### config.mk
export PLATFORM = sky130hd
export DESIGN_NAME = frontlight_dual_pwm_duty_mapper_core
export DESIGN_NICKNAME = d
export VERILOG_FILES = /design/src/hdl/fdpm_pkg.sv /design/src/hdl/frontlight_dual_pwm_duty_mapper_core.sv /design/src/hdl/fdpm_mul.sv /design/src/hdl/fdpm_engine.sv
export SDC_FILE = /design/constraint.sdc
export NUM_CORES = 2
export LEC_CHECK = 0
export BUFFER_PORTS_ARGS = -buffer_cell sky130_fd_sc_hd__buf_4
export CAP_MARGIN = 20
export CORE_MARGIN = 2
export CORE_UTILIZATION = 65
export CTS_CLUSTER_SIZE = 10
export DETAILED_ROUTE_END_ITERATION = 10
export GPL_TIMING_DRIVEN = 0
export PLACE_DENSITY_LB_ADDON = 0.2
export SETUP_SLACK_MARGIN = 0.15
export SLEW_MARGIN = 25
export SYNTH_ARGS = -nofsm -noshare
export SYNTH_HDL_FRONTEND = slang
export SYNTH_HIERARCHICAL = 1
export SYNTH_SLANG_ARGS = --single-unit
### constraint.sdc
create_clock -name clk -period 16.2 [get_ports clk]
set_clock_uncertainty 0.1 [all_clocks]
set_input_delay 1.62 -clock clk [delete_from_list [all_inputs] [get_ports clk]]
set_output_delay 1.62 -clock clk [all_outputs]
set_load 0.01 [all_outputs]
### src/hdl/fdpm_pkg.sv
// Shared types, constants and helper functions for the frontlight dual PWM duty mapper.
// Used by fdpm_engine and frontlight_dual_pwm_duty_mapper_core.
package fdpm_pkg;

    localparam int MAX_DUTY_BITS_DEF = 16;

    localparam logic [4:0] DUTY_BITS_RST    = 5'd10;
    localparam logic       ACTIVE_HIGH_RST  = 1'b1;
    localparam logic       DUAL_CHANNEL_RST = 1'b0;
    localparam logic [6:0] LAST_ON_RST      = 7'd100;
    localparam logic [7:0] PCT_LIMIT        = 8'd100;

    localparam logic [2:0] OP_SET_PCT   = 3'd0;
    localparam logic [2:0] OP_SET_LEVEL = 3'd1;
    localparam logic [2:0] OP_SET_WARM  = 3'd2;
    localparam logic [2:0] OP_OFF       = 3'd3;
    localparam logic [2:0] OP_ON        = 3'd4;

    localparam logic [1:0] CFG_DUTY_BITS    = 2'd0;
    localparam logic [1:0] CFG_ACTIVE_HIGH  = 2'd1;
    localparam logic [1:0] CFG_DUAL_CHANNEL = 2'd2;

    // Division by D = 2^S - K is done by folding the high part back in as high*K.
    localparam logic [31:0] DIV_PCT_D    = 32'd65535;
    localparam logic [15:0] DIV_PCT_K    = 16'd1;
    localparam logic [31:0] DIV_PCT_BIAS = 32'd32767;
    localparam logic [31:0] DIV_LVL_D    = 32'd64516;
    localparam logic [15:0] DIV_LVL_K    = 16'd1020;
    localparam logic [31:0] DIV_LVL_BIAS = 32'd0;
    localparam logic [31:0] DIV_WARM_D    = 32'd100;
    localparam logic [15:0] DIV_WARM_K    = 16'd28;
    localparam logic [31:0] DIV_WARM_BIAS = 32'd50;

    typedef enum logic [1:0] {
        DIV_PCT,
        DIV_LVL,
        DIV_WARM
    } div_kind_t;

    typedef enum logic [3:0] {
        ST_IDLE,
        ST_SQUARE,
        ST_SCALE,
        ST_GAMMA,
        ST_LOAD,
        ST_FOLD,
        ST_ACC,
        ST_FIX,
        ST_SPLIT,
        ST_DONE
    } eng_state_t;

    typedef struct packed {
        logic [2:0] op;
        logic [7:0] value;
    } in_item_t;

    typedef struct packed {
        logic [15:0] cool_pin_duty;
        logic [15:0] warm_pin_duty;
        logic        warm_driven;
        logic [15:0] total_duty;
        logic        lit;
    } out_item_t;

    typedef struct packed {
        logic       level_mode;
        logic [7:0] level;
        logic [6:0] percent;
        logic [6:0] share;
        logic [4:0] duty_bits;
        logic       active_high;
        logic       dual;
    } job_t;

    localparam logic [15:0] GAMMA_LUT [0:100] = '{
        16'd0,     16'd32,    16'd101,   16'd197,   16'd318,   16'd460,   16'd622,
        16'd803,   16'd1001,  16'd1217,  16'd1449,  16'd1697,  16'd1960,  16'd2237,
        16'd2529,  16'd2835,  16'd3155,  16'd3488,  16'd3834,  16'd4193,  16'd4565,
        16'd4949,  16'd5345,  16'd5753,  16'd6173,  16'd6604,  16'd7047,  16'd7502,
        16'd7967,  16'd8444,  16'd8931,  16'd9429,  16'd9938,  16'd10457, 16'd10987,
        16'd11527, 16'd12077, 16'd12638, 16'd13208, 16'd13789, 16'd14379, 16'd14979,
        16'd15588, 16'd16208, 16'd16836, 16'd17474, 16'd18122, 16'd18779, 16'd19445,
        16'd20120, 16'd20804, 16'd21497, 16'd22200, 16'd22911, 16'd23631, 16'd24360,
        16'd25097, 16'd25843, 16'd26598, 16'd27362, 16'd28134, 16'd28914, 16'd29703,
        16'd30500, 16'd31306, 16'd32120, 16'd32942, 16'd33772, 16'd34611, 16'd35457,
        16'd36312, 16'd37175, 16'd38045, 16'd38924, 16'd39811, 16'd40705, 16'd41608,
        16'd42518, 16'd43436, 16'd44361, 16'd45295, 16'd46236, 16'd47185, 16'd48141,
        16'd49105, 16'd50076, 16'd51055, 16'd52042, 16'd53036, 16'd54037, 16'd55046,
        16'd56062, 16'd57086, 16'd58117, 16'd59155, 16'd60200, 16'd61253, 16'd62313,
        16'd63380, 16'd64454, 16'd65535
    };

    function automatic logic [15:0] gamma_value(input logic [6:0] pct);
        logic [6:0] idx;
        idx = (pct > 7'(PCT_LIMIT)) ? 7'(PCT_LIMIT) : pct;
        return GAMMA_LUT[idx];
    endfunction

    function automatic logic [15:0] full_duty(input logic [4:0] bits, input int max_bits);
        logic [4:0] b;
        b = (bits == 5'd0) ? 5'd1 : bits;
        if (b > 5'(max_bits))
        begin
            b = 5'(max_bits);
        end
        return 16'((17'd1 << b) - 17'd1);
    endfunction

    // floor(p * 255 / 100) by reciprocal multiply, exact for p up to 100
    function automatic logic [7:0] level_of_pct(input logic [6:0] p);
        logic [14:0] x;
        logic [27:0] y;
        x = 15'(p) * 15'd255;
        y = 28'(x) * 28'd5243;
        return y[26:19];
    endfunction

    // floor(v * 100 / 255) by reciprocal multiply, exact for v up to 255
    function automatic logic [6:0] pct_of_level(input logic [7:0] v);
        logic [14:0] x;
        logic [31:0] y;
        x = 15'(v) * 15'd100;
        y = 32'(x) * 32'd65794;
        return y[30:24];
    endfunction

endpackage

### src/hdl/frontlight_dual_pwm_duty_mapper_core.sv
// Top level of the frontlight dual PWM duty mapper: command handshake, brightness state,
// configuration registers and output register. Uses fdpm_pkg and fdpm_engine.
//
// Usage:
//   Input channel (in_valid / in_stall / in_item) takes one light command per item:
//   set percent, set level, set warm share, off, on. Each command yields exactly one
//   result item on the output channel (out_valid / out_stall / out_item) with the cool
//   and warm pin duties, the logical total duty and the lit flag.
//   Configuration port (cfg_valid / cfg_ready / cfg_index / cfg_data) writes duty_bits,
//   active_high and dual_channel; cfg_ready is always high. Write only while idle.
// Sequencing:
//   One command at a time. The time from acceptance to the output register is set
//   by the passes through the shared 16x16 multiplier: the curve multiply, the
//   constant-division folds of the total, and the folds of the warm split.
//   in_stall stays high from acceptance until the result enters the output register.
// Reset:
//   rst_n clears the brightness state (off, last on level 100 percent, no warm share)
//   and loads duty_bits 10, active high, single channel. No result is pending.
// Output stall:
//   A finished result waits in the output register; the next command is accepted
//   meanwhile and its result waits in the engine until the register frees.
module frontlight_dual_pwm_duty_mapper_core
#(
    parameter int MAX_DUTY_BITS = fdpm_pkg::MAX_DUTY_BITS_DEF
)
(
    input  logic                clk,
    input  logic                rst_n,
    input  logic                in_valid,
    output logic                in_stall,
    input  fdpm_pkg::in_item_t  in_item,
    output logic                out_valid,
    input  logic                out_stall,
    output fdpm_pkg::out_item_t out_item,
    input  logic                cfg_valid,
    output logic                cfg_ready,
    input  logic [1:0]          cfg_index,
    input  logic [4:0]          cfg_data
);

    import fdpm_pkg::*;

    logic       busy_reg, busy_next;
    logic       start_reg;
    logic       out_valid_reg, out_valid_next;
    out_item_t  out_item_reg;

    logic [4:0] duty_bits_reg;
    logic       active_high_reg;
    logic       dual_channel_reg;

    logic [6:0] percent_reg, percent_next;
    logic [7:0] level_reg, level_next;
    logic       level_mode_reg, level_mode_next;
    logic [6:0] last_on_reg, last_on_next;
    logic [6:0] share_reg, share_next;

    logic       accept;
    logic       res_ready;
    logic       eng_done;
    out_item_t  eng_result;
    job_t       job;
    logic [6:0] val_sat;
    logic [6:0] pct_cmd;
    logic       pct_write;

    assign accept    = in_valid && !in_stall;
    assign in_stall  = busy_reg;
    assign res_ready = !out_valid_reg || !out_stall;
    assign cfg_ready = 1'b1;

    assign val_sat = (in_item.value > PCT_LIMIT) ? 7'(PCT_LIMIT) : in_item.value[6:0];

    always_comb
    begin
        percent_next    = percent_reg;
        level_next      = level_reg;
        level_mode_next = level_mode_reg;
        last_on_next    = last_on_reg;
        share_next      = share_reg;
        pct_write       = 1'b0;
        pct_cmd         = val_sat;
        if (accept)
        begin
            case (in_item.op)
                OP_SET_PCT:
                begin
                    pct_write = 1'b1;
                    pct_cmd   = val_sat;
                end
                OP_SET_LEVEL:
                begin
                    level_next      = in_item.value;
                    percent_next    = pct_of_level(in_item.value);
                    level_mode_next = 1'b1;
                end
                OP_SET_WARM:
                begin
                    share_next = val_sat;
                end
                OP_OFF:
                begin
                    pct_write = 1'b1;
                    pct_cmd   = 7'd0;
                end
                OP_ON:
                begin
                    pct_write = 1'b1;
                    pct_cmd   = last_on_reg;
                end
                default:
                begin
                    pct_write = 1'b0;
                end
            endcase
        end
        if (pct_write)
        begin
            percent_next    = pct_cmd;
            level_next      = level_of_pct(pct_cmd);
            level_mode_next = 1'b0;
            if (pct_cmd != 7'd0)
            begin
                last_on_next = pct_cmd;
            end
        end
    end

    always_comb
    begin
        busy_next = busy_reg;
        if (accept)
        begin
            busy_next = 1'b1;
        end
        else if (eng_done && res_ready)
        begin
            busy_next = 1'b0;
        end
        out_valid_next = out_valid_reg;
        if (eng_done && res_ready)
        begin
            out_valid_next = 1'b1;
        end
        else if (!out_stall)
        begin
            out_valid_next = 1'b0;
        end
    end

    always_ff @(posedge clk or negedge rst_n)
    begin
        if (!rst_n)
        begin
            busy_reg         <= 1'b0;
            start_reg        <= 1'b0;
            out_valid_reg    <= 1'b0;
            duty_bits_reg    <= DUTY_BITS_RST;
            active_high_reg  <= ACTIVE_HIGH_RST;
            dual_channel_reg <= DUAL_CHANNEL_RST;
            percent_reg      <= 7'd0;
            level_reg        <= 8'd0;
            level_mode_reg   <= 1'b0;
            last_on_reg      <= LAST_ON_RST;
            share_reg        <= 7'd0;
        end
        else
        begin
            busy_reg       <= busy_next;
            start_reg      <= accept;
            out_valid_reg  <= out_valid_next;
            percent_reg    <= percent_next;
            level_reg      <= level_next;
            level_mode_reg <= level_mode_next;
            last_on_reg    <= last_on_next;
            share_reg      <= share_next;
            if (cfg_valid && cfg_ready)
            begin
                case (cfg_index)
                    CFG_DUTY_BITS:    duty_bits_reg    <= cfg_data;
                    CFG_ACTIVE_HIGH:  active_high_reg  <= cfg_data[0];
                    CFG_DUAL_CHANNEL: dual_channel_reg <= cfg_data[0];
                    default:          duty_bits_reg    <= duty_bits_reg;
                endcase
            end
        end
    end

    always_ff @(posedge clk)
    begin
        if (eng_done && res_ready)
        begin
            out_item_reg <= eng_result;
        end
    end

    always_comb
    begin
        job.level_mode  = level_mode_reg;
        job.level       = level_reg;
        job.percent     = percent_reg;
        job.share       = share_reg;
        job.duty_bits   = duty_bits_reg;
        job.active_high = active_high_reg;
        job.dual        = dual_channel_reg;
    end

    fdpm_engine
    #(
        .MAX_DUTY_BITS (MAX_DUTY_BITS)
    )
    u_engine
    (
        .clk       (clk),
        .rst_n     (rst_n),
        .start     (start_reg),
        .job       (job),
        .res_ready (res_ready),
        .done      (eng_done),
        .result    (eng_result)
    );

    assign out_valid = out_valid_reg;
    assign out_item  = out_item_reg;

    a_lit_matches_total: assert property (@(posedge clk) disable iff (!rst_n)
        out_valid_reg |-> (out_item_reg.lit == (out_item_reg.total_duty != 16'd0)))
        else $error("lit flag disagrees with total duty");

    a_total_within_full: assert property (@(posedge clk) disable iff (!rst_n)
        out_valid_reg |->
            (out_item_reg.total_duty <= full_duty(duty_bits_reg, MAX_DUTY_BITS)))
        else $error("total duty exceeds full scale");

    a_done_frees_input: assert property (@(posedge clk) disable iff (!rst_n)
        (eng_done && res_ready) |=> (out_valid_reg && !busy_reg))
        else $error("finished item not handed to output register");

endmodule

### src/hdl/fdpm_mul.sv
// Shared 16x16 multiplier with a registered product.
// Depends on nothing; driven by fdpm_engine.
module fdpm_mul
(
    input  logic        clk,
    input  logic        en,
    input  logic [15:0] a,
    input  logic [15:0] b,
    output logic [31:0] prod
);

    logic [31:0] prod_reg;

    always_ff @(posedge clk)
    begin
        if (en)
        begin
            prod_reg <= 32'(a) * 32'(b);
        end
    end

    assign prod = prod_reg;

endmodule

### src/hdl/fdpm_engine.sv
// Sequencer for the duty computation: gamma or quadratic curve, constant division by
// folding, and warm/cool split, all through one shared multiplier. Uses fdpm_pkg, fdpm_mul.
module fdpm_engine
#(
    parameter int MAX_DUTY_BITS = fdpm_pkg::MAX_DUTY_BITS_DEF
)
(
    input  logic               clk,
    input  logic               rst_n,
    input  logic               start,
    input  fdpm_pkg::job_t     job,
    input  logic               res_ready,
    output logic               done,
    output fdpm_pkg::out_item_t result
);

    import fdpm_pkg::*;

    eng_state_t  state_reg, state_next;
    div_kind_t   div_reg, div_next;
    logic [31:0] rem_reg, rem_next;
    logic [15:0] q_reg, q_next;
    logic [15:0] total_reg, total_next;
    logic [15:0] warm_reg, warm_next;

    logic        mul_en;
    logic [15:0] mul_a;
    logic [15:0] mul_b;
    logic [31:0] mul_prod;

    logic [15:0] full;
    logic [15:0] fold_t;
    logic [31:0] fold_low;
    logic [15:0] fold_k;
    logic [31:0] fold_d;
    logic [31:0] fold_bias;
    logic [15:0] q_fix;
    logic [15:0] cool;

    fdpm_mul u_mul
    (
        .clk  (clk),
        .en   (mul_en),
        .a    (mul_a),
        .b    (mul_b),
        .prod (mul_prod)
    );

    assign full = full_duty(job.duty_bits, MAX_DUTY_BITS);

    always_comb
    begin
        case (div_reg)
            DIV_PCT:
            begin
                fold_t    = rem_reg[31:16];
                fold_low  = {16'd0, rem_reg[15:0]};
                fold_k    = DIV_PCT_K;
                fold_d    = DIV_PCT_D;
                fold_bias = DIV_PCT_BIAS;
            end
            DIV_WARM:
            begin
                fold_t    = rem_reg[22:7];
                fold_low  = {25'd0, rem_reg[6:0]};
                fold_k    = DIV_WARM_K;
                fold_d    = DIV_WARM_D;
                fold_bias = DIV_WARM_BIAS;
            end
            default:
            begin
                fold_t    = rem_reg[31:16];
                fold_low  = {16'd0, rem_reg[15:0]};
                fold_k    = DIV_LVL_K;
                fold_d    = DIV_LVL_D;
                fold_bias = DIV_LVL_BIAS;
            end
        endcase
    end

    assign q_fix = q_reg + 16'(rem_reg >= fold_d);

    always_comb
    begin
        state_next = state_reg;
        div_next   = div_reg;
        rem_next   = rem_reg;
        q_next     = q_reg;
        total_next = total_reg;
        warm_next  = warm_reg;
        mul_en     = 1'b0;
        mul_a      = 16'd0;
        mul_b      = 16'd0;
        done       = 1'b0;
        case (state_reg)
            ST_IDLE:
            begin
                if (start)
                begin
                    if (job.level_mode && (job.level != 8'd0))
                    begin
                        state_next = ST_SQUARE;
                    end
                    else if (!job.level_mode && (job.percent != 7'd0))
                    begin
                        state_next = ST_GAMMA;
                    end
                    else
                    begin
                        total_next = 16'd0;
                        state_next = ST_SPLIT;
                    end
                end
            end
            ST_SQUARE:
            begin
                mul_en     = 1'b1;
                mul_a      = 16'(job.level - 8'd1);
                mul_b      = 16'(job.level - 8'd1);
                div_next   = DIV_LVL;
                state_next = ST_SCALE;
            end
            ST_SCALE:
            begin
                mul_en     = 1'b1;
                mul_a      = mul_prod[15:0];
                mul_b      = full - 16'd1;
                state_next = ST_LOAD;
            end
            ST_GAMMA:
            begin
                mul_en     = 1'b1;
                mul_a      = full;
                mul_b      = gamma_value(job.percent);
                div_next   = DIV_PCT;
                state_next = ST_LOAD;
            end
            ST_LOAD:
            begin
                rem_next   = mul_prod + fold_bias;
                q_next     = 16'd0;
                state_next = ST_FOLD;
            end
            ST_FOLD:
            begin
                if (fold_t == 16'd0)
                begin
                    state_next = ST_FIX;
                end
                else
                begin
                    mul_en     = 1'b1;
                    mul_a      = fold_t;
                    mul_b      = fold_k;
                    state_next = ST_ACC;
                end
            end
            ST_ACC:
            begin
                rem_next   = fold_low + mul_prod;
                q_next     = q_reg + fold_t;
                state_next = ST_FOLD;
            end
            ST_FIX:
            begin
                case (div_reg)
                    DIV_PCT:
                    begin
                        total_next = (q_fix == 16'd0) ? 16'd1 : q_fix;
                        state_next = ST_SPLIT;
                    end
                    DIV_WARM:
                    begin
                        warm_next  = q_fix;
                        state_next = ST_DONE;
                    end
                    default:
                    begin
                        total_next = q_fix + 16'd1;
                        state_next = ST_SPLIT;
                    end
                endcase
            end
            ST_SPLIT:
            begin
                if (job.dual)
                begin
                    mul_en     = 1'b1;
                    mul_a      = total_reg;
                    mul_b      = 16'(job.share);
                    div_next   = DIV_WARM;
                    state_next = ST_LOAD;
                end
                else
                begin
                    warm_next  = 16'd0;
                    state_next = ST_DONE;
                end
            end
            ST_DONE:
            begin
                done = 1'b1;
                if (res_ready)
                begin
                    state_next = ST_IDLE;
                end
            end
            default:
            begin
                state_next = ST_IDLE;
            end
        endcase
    end

    always_ff @(posedge clk or negedge rst_n)
    begin
        if (!rst_n)
        begin
            state_reg <= ST_IDLE;
        end
        else
        begin
            state_reg <= state_next;
        end
    end

    always_ff @(posedge clk)
    begin
        div_reg   <= div_next;
        rem_reg   <= rem_next;
        q_reg     <= q_next;
        total_reg <= total_next;
        warm_reg  <= warm_next;
    end

    assign cool = total_reg - warm_reg;

    always_comb
    begin
        result.cool_pin_duty = job.active_high ? cool : (full - cool);
        result.warm_pin_duty = job.dual ? (job.active_high ? warm_reg : (full - warm_reg))
                                        : 16'd0;
        result.warm_driven   = job.dual;
        result.total_duty    = total_reg;
        result.lit           = (total_reg != 16'd0);
    end

endmodule
Yosys cells after proc, flatten, opt, wreduce, memory -nomap -nowiden
Memory sizes are Yosys's and may differ from the RTL's.
Cells that the tools add are included.
Word-level totals
  register bits: 208
  ROM bits: 2048
  input port bits: 23
  output and inout port bits: 53
  logic and storage cells: 174
  memories: 1
Operators by class
  $add $sub $neg: 11
  $mul: 5
  order comparisons: 5
  equality and inequality tests: 25
  shift-type cells: 1
  multiplexer cells: 61
  bitwise gates (word level): 1
  reduce and logical (&&, ||, !) cells: 41
Memories
  (no name shown): depth 128, width 16, rd ports 1, clocked after Yosys merged registers in 0, write ports 0, line fdpm_pkg.sv:97  | return GAMMA_LUT[idx];
Operators by type and width (number)
  $mux W16: 14
  $pmux W16 S2: 5
  $pmux W16 S5: 2
  $pmux W32 S2: 1
  $mux W7: 7
  $sub A16 B16 Y16: 3
  $add A16 B32 Y32: 1
  $add A32 B15 Y32: 1
  $ge A32 B16 Y1: 1
  $logic_not A16 Y1: 2
  $mul A16 B16 Y32: 1
  $pmux W4 S8: 1
  $sub A16 B1 Y16 const B: 2
  $pmux W15 S2: 1
  $mul A13 B16 Y28 const B: 1
  $mul A15 B13 Y27 const B: 1
  $mux W8: 3
  $mux W4: 5
  $pmux W10 S2: 1
  $add A16 B1 Y16: 1
  $add A16 B1 Y16 const B: 1
  $add A16 B16 Y16: 1
  $eq A4 B3 Y1 const B: 4
  $reduce_and A2 Y1: 8
  42 further kinds: 82

Longest topological paths before layout
  word-level depth: 9
  depth in mapped cells: 44
  mapped depth without buffers: 44

Modules after synthesis
The synthesis kept the hierarchy.
Modules (own cells, without submodules)
  fdpm_engine: times used 1, cells each 1707, area an instance 12822.3 µm², sequential area each 2562.5 µm²
  frontlight_dual_pwm_duty_mapper_core: times used 1, cells each 901, area an instance 9574.2 µm², sequential area each 2509.9 µm²
  fdpm_mul: times used 1, cells each 1018, area an instance 9470.3 µm², sequential area each 960.9 µm²

Worst setup path after synthesis
No wires, ideal clock.
  path type: input to register
  start: in in_item[2] (netlist name)
  end: reg level_reg[7]
  setup time: 0.076 ns
  arrival time: 11.201 ns
  required time: 16.024 ns
  path slack: 4.823 ns
  cell stages on the path: 40
  buffers on the path: 0
  cells stage by stage: inv_1 > ha_1 > nor2b_1 > o21ai_0 > a21oi_1 > nor2_1 > a22oi_1 > inv_1 > fa_1 > inv_1 > fa_1 > inv_1 > fa_1 > inv_1 > fa_1 > inv_1 > ha_1 > or3_1 > [... 4 more ...] > xor2_1 > ha_1 > a21o_1 > ha_1 > fa_1 > fa_1 > inv_1 > fa_1 > inv_1 > ha_1 > a21o_1 > a21o_1 > or3b_1 > o221a_2 > a21o_1 > a21oi_1 > xnor3_1 > o21ai_1
On the way
  longest elaborated chain between the ends: 7
RTL lines
  start: declaration: line frontlight_dual_pwm_duty_mapper_core.sv:31  | input fdpm_pkg::in_item_t in_item,
  $gt A8 B7 Y1 (*): line frontlight_dual_pwm_duty_mapper_core.sv:72  | assign val_sat = (in_item.value > PCT_LIMIT) ? 7'(PCT_LIMIT) : in_item.value[6:0];
  $mux W7 (*): line frontlight_dual_pwm_duty_mapper_core.sv:72
  $pmux W7 S2: line frontlight_dual_pwm_duty_mapper_core.sv:85  | case (in_item.op)
  $mux W7 (*): line frontlight_dual_pwm_duty_mapper_core.sv:83  | if (accept)
  named net pct_cmd[3]: line frontlight_dual_pwm_duty_mapper_core.sv:64  | logic [6:0] pct_cmd;
  $mul A7 B8 Y15 (*): line fdpm_pkg.sv:114  | x = 15'(p) * 15'd255;
  $mul A15 B13 Y27 (*): line fdpm_pkg.sv:115  | y = 28'(x) * 28'd5243;
  $mux W8 (*): line frontlight_dual_pwm_duty_mapper_core.sv:117  | if (pct_write)
  end signal: assignment: line frontlight_dual_pwm_duty_mapper_core.sv:173  | level_reg <= level_next;
  end: declaration: line frontlight_dual_pwm_duty_mapper_core.sv:53  | logic [7:0] level_reg, level_next;
The timed path passes the listed nets; every way through them passes the cells marked *.
A chain may end at the register's enable or synchronous reset.

Worst setup path after layout
Ends and elaborated chain as after synthesis.

==> run_results.csv <==
group,metric,value,unit
cells_and_area,post-route-util,0.700,
drt,drtIter0Drc,3101,
worst_setup_path,worst_r2r_endpoint,"u_engine/u_mul/prod[25]",
worst_setup_path,crit_family,"adder cells",
cells_and_area,final_nets,4474,
cts,root_buffer,"clkbuf_16",
global_routing,grt_start_max_net_pins,52,
outcome,status,"finished, final reports clean",
yosys,ys_warn_count,6,
timing,fin_crit,12.56,ns
worst_setup_path,r2r-start,"percent_reg[0]",
yosys,synth_cell_types,113,
timing,slew_violations,0,
timing,rsz0062_at_grt,"false",
timing,worst_slew_margin_rel,0.261,
worst_setup_path,max_stage_delay,0.74,ns
floorplanning,die-area,50800,um^2
timing,timing.hold.ws,0.400,ns
timing,tightest_slew,1.11,ns
global_routing,grt_pass1_vias,27100,
flow_run,max-cap-violations,0,
cts,clk_latency,0.57,ns
floorplanning,core.rowCount,81,
cells_and_area,largest_register_ffs,50,
global_routing,grtUsageTotal,0.384,
place,place_area,33300,um^2
floorplanning,core,48600,um^2
cells_and_area,stdcell_area,34100,um^2
yosys,synth_area_per_cell,8.79,um^2
worst_setup_path,critPathKind,"in -> reg",
yosys,synth-seq-cells,208,
cells_and_area,drive_gt1_frac,0.0611,
cts,cts-resized-gates,0,
cts,cts_buffers,25,
yosys,synth_edf_count,164,
min_path,min_to,"percent_reg[1]",
floorplanning,die_w,225,um
global_routing,grt_pass1_wl,151,mm
place,hpwl,76.5,mm
drt,dr.pass1.iters,8,
cts,clock_sinks,208,
cts,path_clk_slew,0.06,ns
yosys,netlist_area,31900,um^2
worst_setup_path,critPathBufInv,9,
worst_setup_path,endpoint_kind,"flop",
min_path,whs_path_depth,2,
drt,wl_per_cell,21.9,um
yosys,synthCells,3626,
worst_setup_path,crit_required,16.59,ns
worst_setup_path,crit_fanout,8,
yosys,yosysSeqAreaShare,0.189,
floorplanning,fp.dieH,225,um
timing,fmax,0.0796,GHz
global_routing,gr-total-overflow,0,
cts,post_cts_buffers,0,
cts,cts_max_path_buffers,3,
timing,hold_viol,0,
cts,cts_tree,"yes",
cells_and_area,area_delta_synth_final,6.91,%
min_path,hold_class,"reg -> reg",
place,port_buffers,74,
floorplanning,num_io_pins,76,
global_routing,antenna_found_initial,0,
drt,wirelength,95.8,mm
worst_setup_path,cp_slowest_cell,"fa_1",
cts,cts-hold-fix-buffers,0,
place,gp_congestion,1.05,
yosys,postSynth.topFlopCell,"edfxtp_1",
worst_setup_path,worst-r2r-cell-count,34,
timing,period_share,0.775,
worst_setup_path,worst_ep_arrival_time,12.95,ns
drt,via_count,27800,
drt,postRouteAntennaNets,0,
timing,fin_setup_tns,0,ns
drt,post_drt_via_cell_ratio,6.36,
cells_and_area,diodes,0,
drt,drc,0,
timing,setup_viol_count_final,0,
min_path,worstHoldStart,"percent_reg[1]",
cells_and_area,num-fill-cells,3946,
floorplanning,start_util,0.655,
worst_setup_path,crit_path_start_kind,"primary input",
yosys,async_flop_share,0.212,
cts,cts.htree.levels,1,
worst_setup_path,timing.reg2reg.setup_slack,4.50,ns
worst_setup_path,cp.depth,41,
worst register-to-register path, delay by kind of cell (launching register included):
| family | cells | cell delay, ns |
|---|---|---|
| AOI/OAI and AO/OA | 8 | 2.72 |
| buffers and inverters | 10 | 3.40 |
| adders and majority gates | 8 | 3.57 |
| xor gates and xnor gates | 1 | 0.28 |
| DFF | 1 | 0.45 |
| and+or+nand+nor | 7 | 1.00 |
area by class of cell:
cell class | count | area [um^2] | area share
buffer | 154 | 644 | 0.0189
clock buffer | 34 | 679 | 0.0199
clock inverter | 2 | 50.0 | 0.00147
inverter | 480 | 1800 | 0.0529
multi-input combinational | 2786 | 23400 | 0.688
sequential | 208 | 6030 | 0.177
tap | 622 | 778 | 0.0228
timing repair buffer | 83 | 643 | 0.0189
Yosys cell counts (28+ instances only):
cell type  number  area [um^2]
xnor2_1        98          858
nor2b_1        28          175
a31oi_1        42          263
and3_1         29          181
a21oi_1       186          931
o21a_1         32          240
edfxtp_1      164         4920
ha_1          433         5420
a21o_1         49          368
o21ai_0       176          881
nor2_1        218          818
and2_1        148          926
xor2_1         85          744
fa_1          280         5610
nor3_1         32          160
dfrtp_1        38          951
clkbuf_1      112          420
o211ai_1       30          225
nand2_1       413         1550
nand3_1        60          300
inv_1         475         1780
placed cells by master, fill, tap and decap left out, types with 28 or more instances in the layout:
cell | synthesis | final
buf_4 | 7 | 86
nor2b_1 | 28 | 28
dfrtp_1 | 38 | 38
o211ai_1 | 30 | 30
ha_1 | 433 | 433
a31oi_1 | 42 | 42
and2_1 | 148 | 146
nand3_1 | 60 | 60
o21ai_0 | 176 | 165
fa_1 | 280 | 280
clkbuf_1 | 112 | 119
a21oi_1 | 186 | 186
nor3_1 | 32 | 32
xnor2_1 | 98 | 98
edfxtp_1 | 164 | 164
and3_1 | 29 | 29
a21o_1 | 49 | 49
nor2_1 | 218 | 218
xor2_1 | 85 | 85
inv_1 | 475 | 475
nand2_1 | 413 | 413
o21a_1 | 32 | 32
worst max-delay path by stage:
stage                     startpoint      endpoint  slack, ns
final                     in_item[2]  level_reg[7]       3.64
after detailed placement  in_item[1]  level_reg[7]       3.21
after CTS                 in_item[3]  level_reg[7]       3.71
after global placement    in_item[0]  level_reg[7]       3.30
after global routing      in_item[3]  level_reg[7]       2.86
after floorplan           in_item[2]  level_reg[7]       4.82
metal layers:
layer  part of all wire  routed length [um]  track usage
met1               0.39               37400        0.494
met2               0.46               43600        0.622
met3              0.098                9360       0.0716
met4              0.057                5420        0.190
met5                  0                   0            0
cells by family (layout without fill, tap and decap cells):
logic type / after synthesis / count (layout) / share of synthesized area
other: 3 / 5 / 0.000353
AND/OR/NAND/NOR: 1074 / 1074 / 0.162
adder cells (fa/ha/maj): 713 / 713 / 0.346
XOR/XNOR: 187 / 187 / 0.0525
AO/OA/AOI/OAI: 777 / 777 / 0.163
flip-flops: 208 / 208 / 0.189
buffers and inverters: 634 / 753 / 0.0768
multiplexers: 30 / 30 / 0.00986
stage by stage:
step | instances | setup slack, ns
final | 4369 | 3.64
after global routing | 4369 | 2.86
after CTS | 4368 | 3.71
after detailed placement | 4332 | 3.21
after global placement | 4324 | 3.30
after floorplan | 3628 | 4.82
Power is left out: the tool's default activity adds up to more than one toggle a clock period on the data nets, which glitch-free logic cannot reach.
